### src/rtl/bts_pkg.sv
// bts_pkg: widths, register indexes and pipeline word types for the BM25 term scorer.
// No dependencies.
`timescale 1ns / 1ps
package bts_pkg;

    localparam int ID_W    = 32;
    localparam int TF_W    = 16;
    localparam int LEN_W   = 20;
    localparam int CFG_W   = 24;
    localparam int IDX_W   = 2;
    localparam int SCORE_W = 20;
    localparam int D_W     = 44;
    localparam int M_W     = 49;
    localparam int REM_W   = 69;
    localparam int Q_W     = SCORE_W + 1;
    localparam int CELLS   = Q_W;

    localparam logic [IDX_W-1:0] REG_IDF  = 2'd0;
    localparam logic [IDX_W-1:0] REG_MEAN = 2'd1;

    localparam logic [CFG_W-1:0]   MEAN_RESET = 24'd256;
    localparam logic [SCORE_W-1:0] SCORE_MAX  = 20'hFFFFF;

    typedef struct packed {
        logic [ID_W-1:0]  id;
        logic             dz;
        logic [M_W-1:0]   m;
        logic [REM_W-1:0] rem;
        logic [Q_W-1:0]   q;
    } div_word_t;

endpackage

### src/rtl/bts_front.sv
// bts_front: four-stage multiply pipeline forming numerator and divisor of the score.
// Depends on bts_pkg.
`timescale 1ns / 1ps
module bts_front (
    input  logic                       clk,
    input  logic                       rst_n,
    input  logic                       in_valid,
    input  logic [bts_pkg::ID_W-1:0]   in_id,
    input  logic [bts_pkg::TF_W-1:0]   in_tf,
    input  logic [bts_pkg::LEN_W-1:0]  in_len,
    input  logic [bts_pkg::CFG_W-1:0]  idf,
    input  logic [bts_pkg::CFG_W-1:0]  mean,
    output logic                       out_valid,
    output bts_pkg::div_word_t         out_word
);
    import bts_pkg::*;

    logic [3:0]       v_reg, v_next;
    logic [ID_W-1:0]  id1_reg, id2_reg, id3_reg;
    logic [39:0]      fm1_reg, fm1_next;
    logic [32:0]      dp1_reg, dp1_next;
    logic [D_W-1:0]   d2_reg, d2_next, a2_reg, a2_next, d3_reg;
    logic [45:0]      plo_reg, plo_next, phi_reg, phi_next;
    div_word_t        w4_reg, w4_next;

    always_comb
    begin
        v_next   = {v_reg[2:0], in_valid};
        fm1_next = 40'(in_tf) * 40'(mean);
        dp1_next = 33'(3) * 33'(mean) + (33'(in_len) << 11) + (33'(in_len) << 8);
        d2_next  = (D_W'(fm1_reg) << 3) + (D_W'(fm1_reg) << 1) + D_W'(dp1_reg);
        a2_next  = (D_W'(fm1_reg) << 3) + (D_W'(fm1_reg) << 1) + D_W'(fm1_reg);
        plo_next = 46'(a2_reg[21:0]) * 46'(idf);
        phi_next = 46'(a2_reg[43:22]) * 46'(idf);
        w4_next.id  = id3_reg;
        w4_next.dz  = (d3_reg == '0);
        w4_next.m   = M_W'(d3_reg) << 5;
        w4_next.rem = (REM_W'(phi_reg) << 22) + REM_W'(plo_reg) + (REM_W'(d3_reg) << 4);
        w4_next.q   = '0;
    end

    always_ff @(posedge clk or negedge rst_n)
    begin
        if (!rst_n)
        begin
            v_reg <= '0;
        end
        else
        begin
            v_reg <= v_next;
        end
    end

    always_ff @(posedge clk)
    begin
        id1_reg <= in_id;
        fm1_reg <= fm1_next;
        dp1_reg <= dp1_next;
        id2_reg <= id1_reg;
        d2_reg  <= d2_next;
        a2_reg  <= a2_next;
        id3_reg <= id2_reg;
        d3_reg  <= d2_reg;
        plo_reg <= plo_next;
        phi_reg <= phi_next;
        w4_reg  <= w4_next;
    end

    assign out_valid = v_reg[3];
    assign out_word  = w4_reg;

endmodule

### config.mk
export PLATFORM = sky130hd
export DESIGN_NAME = bts_front
export DESIGN_NICKNAME = d
export VERILOG_FILES = /design/src/rtl/bts_pkg.sv /design/src/rtl/bts_front.sv
export SDC_FILE = /design/constraint.sdc
export NUM_CORES = 2
export LEC_CHECK = 0
export ABC_AREA = 1
export ABC_CLOCK_PERIOD_IN_PS = 7700
export BUFFER_PORTS_ARGS = -buffer_cell sky130_fd_sc_hd__clkbuf_2
export CAP_MARGIN = 20
export CORE_MARGIN = 4
export CORE_UTILIZATION = 33
export CTS_CLUSTER_SIZE = 24
export DETAILED_ROUTE_END_ITERATION = 6
export PLACE_DENSITY = 0.58
export SLEW_MARGIN = 20
export SYNTH_ARGS = -nofsm -noshare
export SYNTH_HDL_FRONTEND = slang
export SYNTH_SLANG_ARGS = --single-unit
### constraint.sdc
create_clock -name clk -period 7.7 [get_ports clk]
set_input_delay 0 -clock clk [delete_from_list [all_inputs] [get_ports clk]]
set_output_delay 0 -clock clk [all_outputs]
set_load 0.05 [all_outputs]
==> results by group <==
Detailed routing
  • Vias/cell: 4.79
  • Aggregate routed wire length: 243,000 um
  • Post-DRT Antenna Nets: 0
  • Drt wl/cell: 19.9 um
  • DRT Pass-1 Iters: 6
  • Via Count: 58.4k
  • Initial DRC count: 4,083
  • Drt drc: 0

Worst setup path
  • Slowest stage cell, crit path: dfxtp_1
  • Most frequent CP cell: fa_1
  • Worst-path maximum fanout: 11
  • CP Class: reg -> reg
  • Startpoint Class: flop
  • Critical Path RT: 8280 ps
  • Slowest cell delay on critical path: 710 ps
  • FF-to-FF setup slack: 670 ps
  • Setup crit end kind: flop
  • Arrival time worst endpoint: 7610 ps
  • Crit path cell chain: buf_4 > nand2_1 > fa_1 > inv_1 > fa_1 > inv_1 > fa_1 > inv_1 > fa_1 > fa_1 > fa_1 > inv_1 > fa_1 > inv_1 > ha_1 > nand2_1 > nor2_1 > inv_1 > nor2_1 > nand3_1 > o21ai_1 > a21oi_1 > o21ai_1 > xor2_1

Outcome
  • Status: finished clean

Finish
  • Util after Layout: 36.8%
  • Synth-to-Final Area Change: 10.6%
  • Share of post-route cells with drive strength above 1: 6.11%
  • Final-stage net count: 11.3k
  • Number of flip-flops in the largest register: 146

Clock network
  • Root buffer cell: clkbuf_16
  • CTS tree: built
  • Sink Count: 542
  • H-tree depth: 2
  • CTS max path bufs: 3
  • Clock latency on the worst-skew pair: 740 ps
  • Clock transition at the registers of the reported paths: 60 ps
  • CTS Buf Count: 61

Yosys
  • Synth Instances: 9,033
  • Synth async-reset ratio: 0.738%
  • Ys Warns: 0
  • Number of synthesized flops with an enable pin: 0
  • Post-synth top area share: 34.3%
  • Syn avg cell area: 8.01 um^2
  • Synth top area cells: fa_1, dfxtp_1, nand2_1
  • Cell area after synthesis: 72,400 um^2
  • Ys flop type: dfxtp_1
  • Sequential-to-total area share from yosys stat: 15.0%
  • Cell accounting for the most synthesized area: fa_1
  • Library cells used by synthesis: 53
  • Register bit total from synthesis: 542

Placed design
  • Setup slack at placement: 722 ps
  • I/O Buffers: 265
  • Post-DP HPWL: 209,000 um
  • GPL Wtd Cong: 0.939

Floorplan
  • Die Ht: 476 um
  • Core Box Area: 218,000 um^2
  • # rows: 171
  • Initial Util: 33.3%
  • Top-level I/O count: 292
  • Die extent in x: 476 um
  • Die area: 227,000 um^2

Timing
  • Final setup viols: 0
  • Final hold slack: 75.6 ps
  • Period utilization: 91.3%
  • Slew @ Worst Pin: 998 ps
  • Fin. max-slew vios: 0
  • Final Hold Fails: 0
  • Setup ws final: 672 ps
  • Rel. slew slack: 33.3%
  • Fmax: 142 MHz
  • RSZ-0062 raised after global routing: no
  • Minimum clock period: 7030 ps
  • Clk_skew: 71.4 ps
  • Fin Setup TNS: 0 ps

Run
  • Max-Cap Viols: 0

Min path
  • Hold crit path type: in -> reg

GRT
  • Initial antenna violation count: 14
  • Vias in the first global route: 62.4k
  • Gr usage total: 21.2%
  • Grt ovf: 0
  • Largest net degree at the start of global routing: 39
  • First-pass GRT wire length: 374,000 um
cells in the mapped netlist (22+ instances only):
library cell  instances
a21oi_1             361
clkbuf_1            285
dfxtp_1             538
nor4_1               27
nand2_2              24
inv_1              2214
xor2_1              201
nand4_1              42
nand3_1             137
a21o_1               39
nand2_1            2284
buf_4                26
ha_1                651
o21ai_0             181
xnor2_1             110
nor3_1               47
o21a_1               22
a31oi_1              56
fa_1               1240
o21bai_1             25
nor2_1              379
what timing repair did:
action,4_1_cts,5_1_grt
hold buffers,78,0
gates resized for setup,0,0
hold endpoints to repair,46,0
buffers inserted,0,0
per-layer routing:
metal / routed length (um) / part of all wire [%] / GRT usage, % / up-vias
li1: - / - / - / 27100
met1: 99500 / 41 / 26.7 / 28900
met2: 118000 / 49 / 36.9 / 1955
met3: 15100 / 6.2 / 2.72 / 417
met4: 10200 / 4.2 / 7.83 / 2
met5: 13 / 0.0054 / 0 / -
worst paths after layout:
path	start	end	cells after the start
hold reg to reg	d2_reg[20]	d3_reg[20]	0
setup / recovery	a2_reg[9]	plo_reg[45]	24
hold / removal	in_len[5]	dp1_reg[13]	4
max in group asynchronous	rst_n	v_reg[1]	3
setup reg to reg	a2_reg[9]	plo_reg[45]	24
min in group asynchronous	rst_n	v_reg[3]	3
stage by stage:
stage / cell area (um^2) / std cells
floorplan: 72500 / 9058
global placement: 77100 / 12000
detailed placement: 77100 / 12000
CTS: 80000 / 12200
global route: 80000 / 12200
finish: 80000 / 12200
critical path, delay by kind of cell (launching register included):
kind | cells | cell delay [ps]
buffers and inverters | 7 | 600
adder cells (fa/ha/maj) | 8 | 4130
flip-flops | 1 | 710
XOR/XNOR | 1 | 230
AO/OA/AOI/OAI | 3 | 550
AND/OR/NAND/NOR | 5 | 650
cell families after synthesis:
group | count (synthesis) | synth area share [%]
other | 1 | 0.00518
xor gates and xnor gates | 311 | 3.76
adders and majority gates | 1891 | 45.6
and+or+nand+nor | 2984 | 16.4
AOI/OAI and AO/OA | 767 | 6.00
buffers and inverters | 2537 | 13.3
DFF | 542 | 15.0
layout make-up:
type,instances,area (um^2)
antenna,14,35.0
clock buffer,70,1620
clock inverter,46,526
fill,22600,138000
inverter,2221,8340
multi-input combinational,5979,52000
sequential,542,10900
tap,2854,3570
timing repair buffer,465,3090
cells in the final DEF (no fill, tap or decap), drive strengths merged, types with 78 or more instances in the layout:
cell type	synthesis	routed
xnor2	110	110
xor2	201	201
buf	31	122
dlygate4sd3	0	78
ha	651	651
inv	2221	2233
clkbuf	285	335
nand2	2310	2310
dfxtp	538	538
fa	1240	1240
o21ai	197	197
nand3	143	143
nor2	395	395
a21oi	367	367
Power is not shown: default switching activity piles up to over one toggle a cycle in this logic, so the estimate is an artifact.
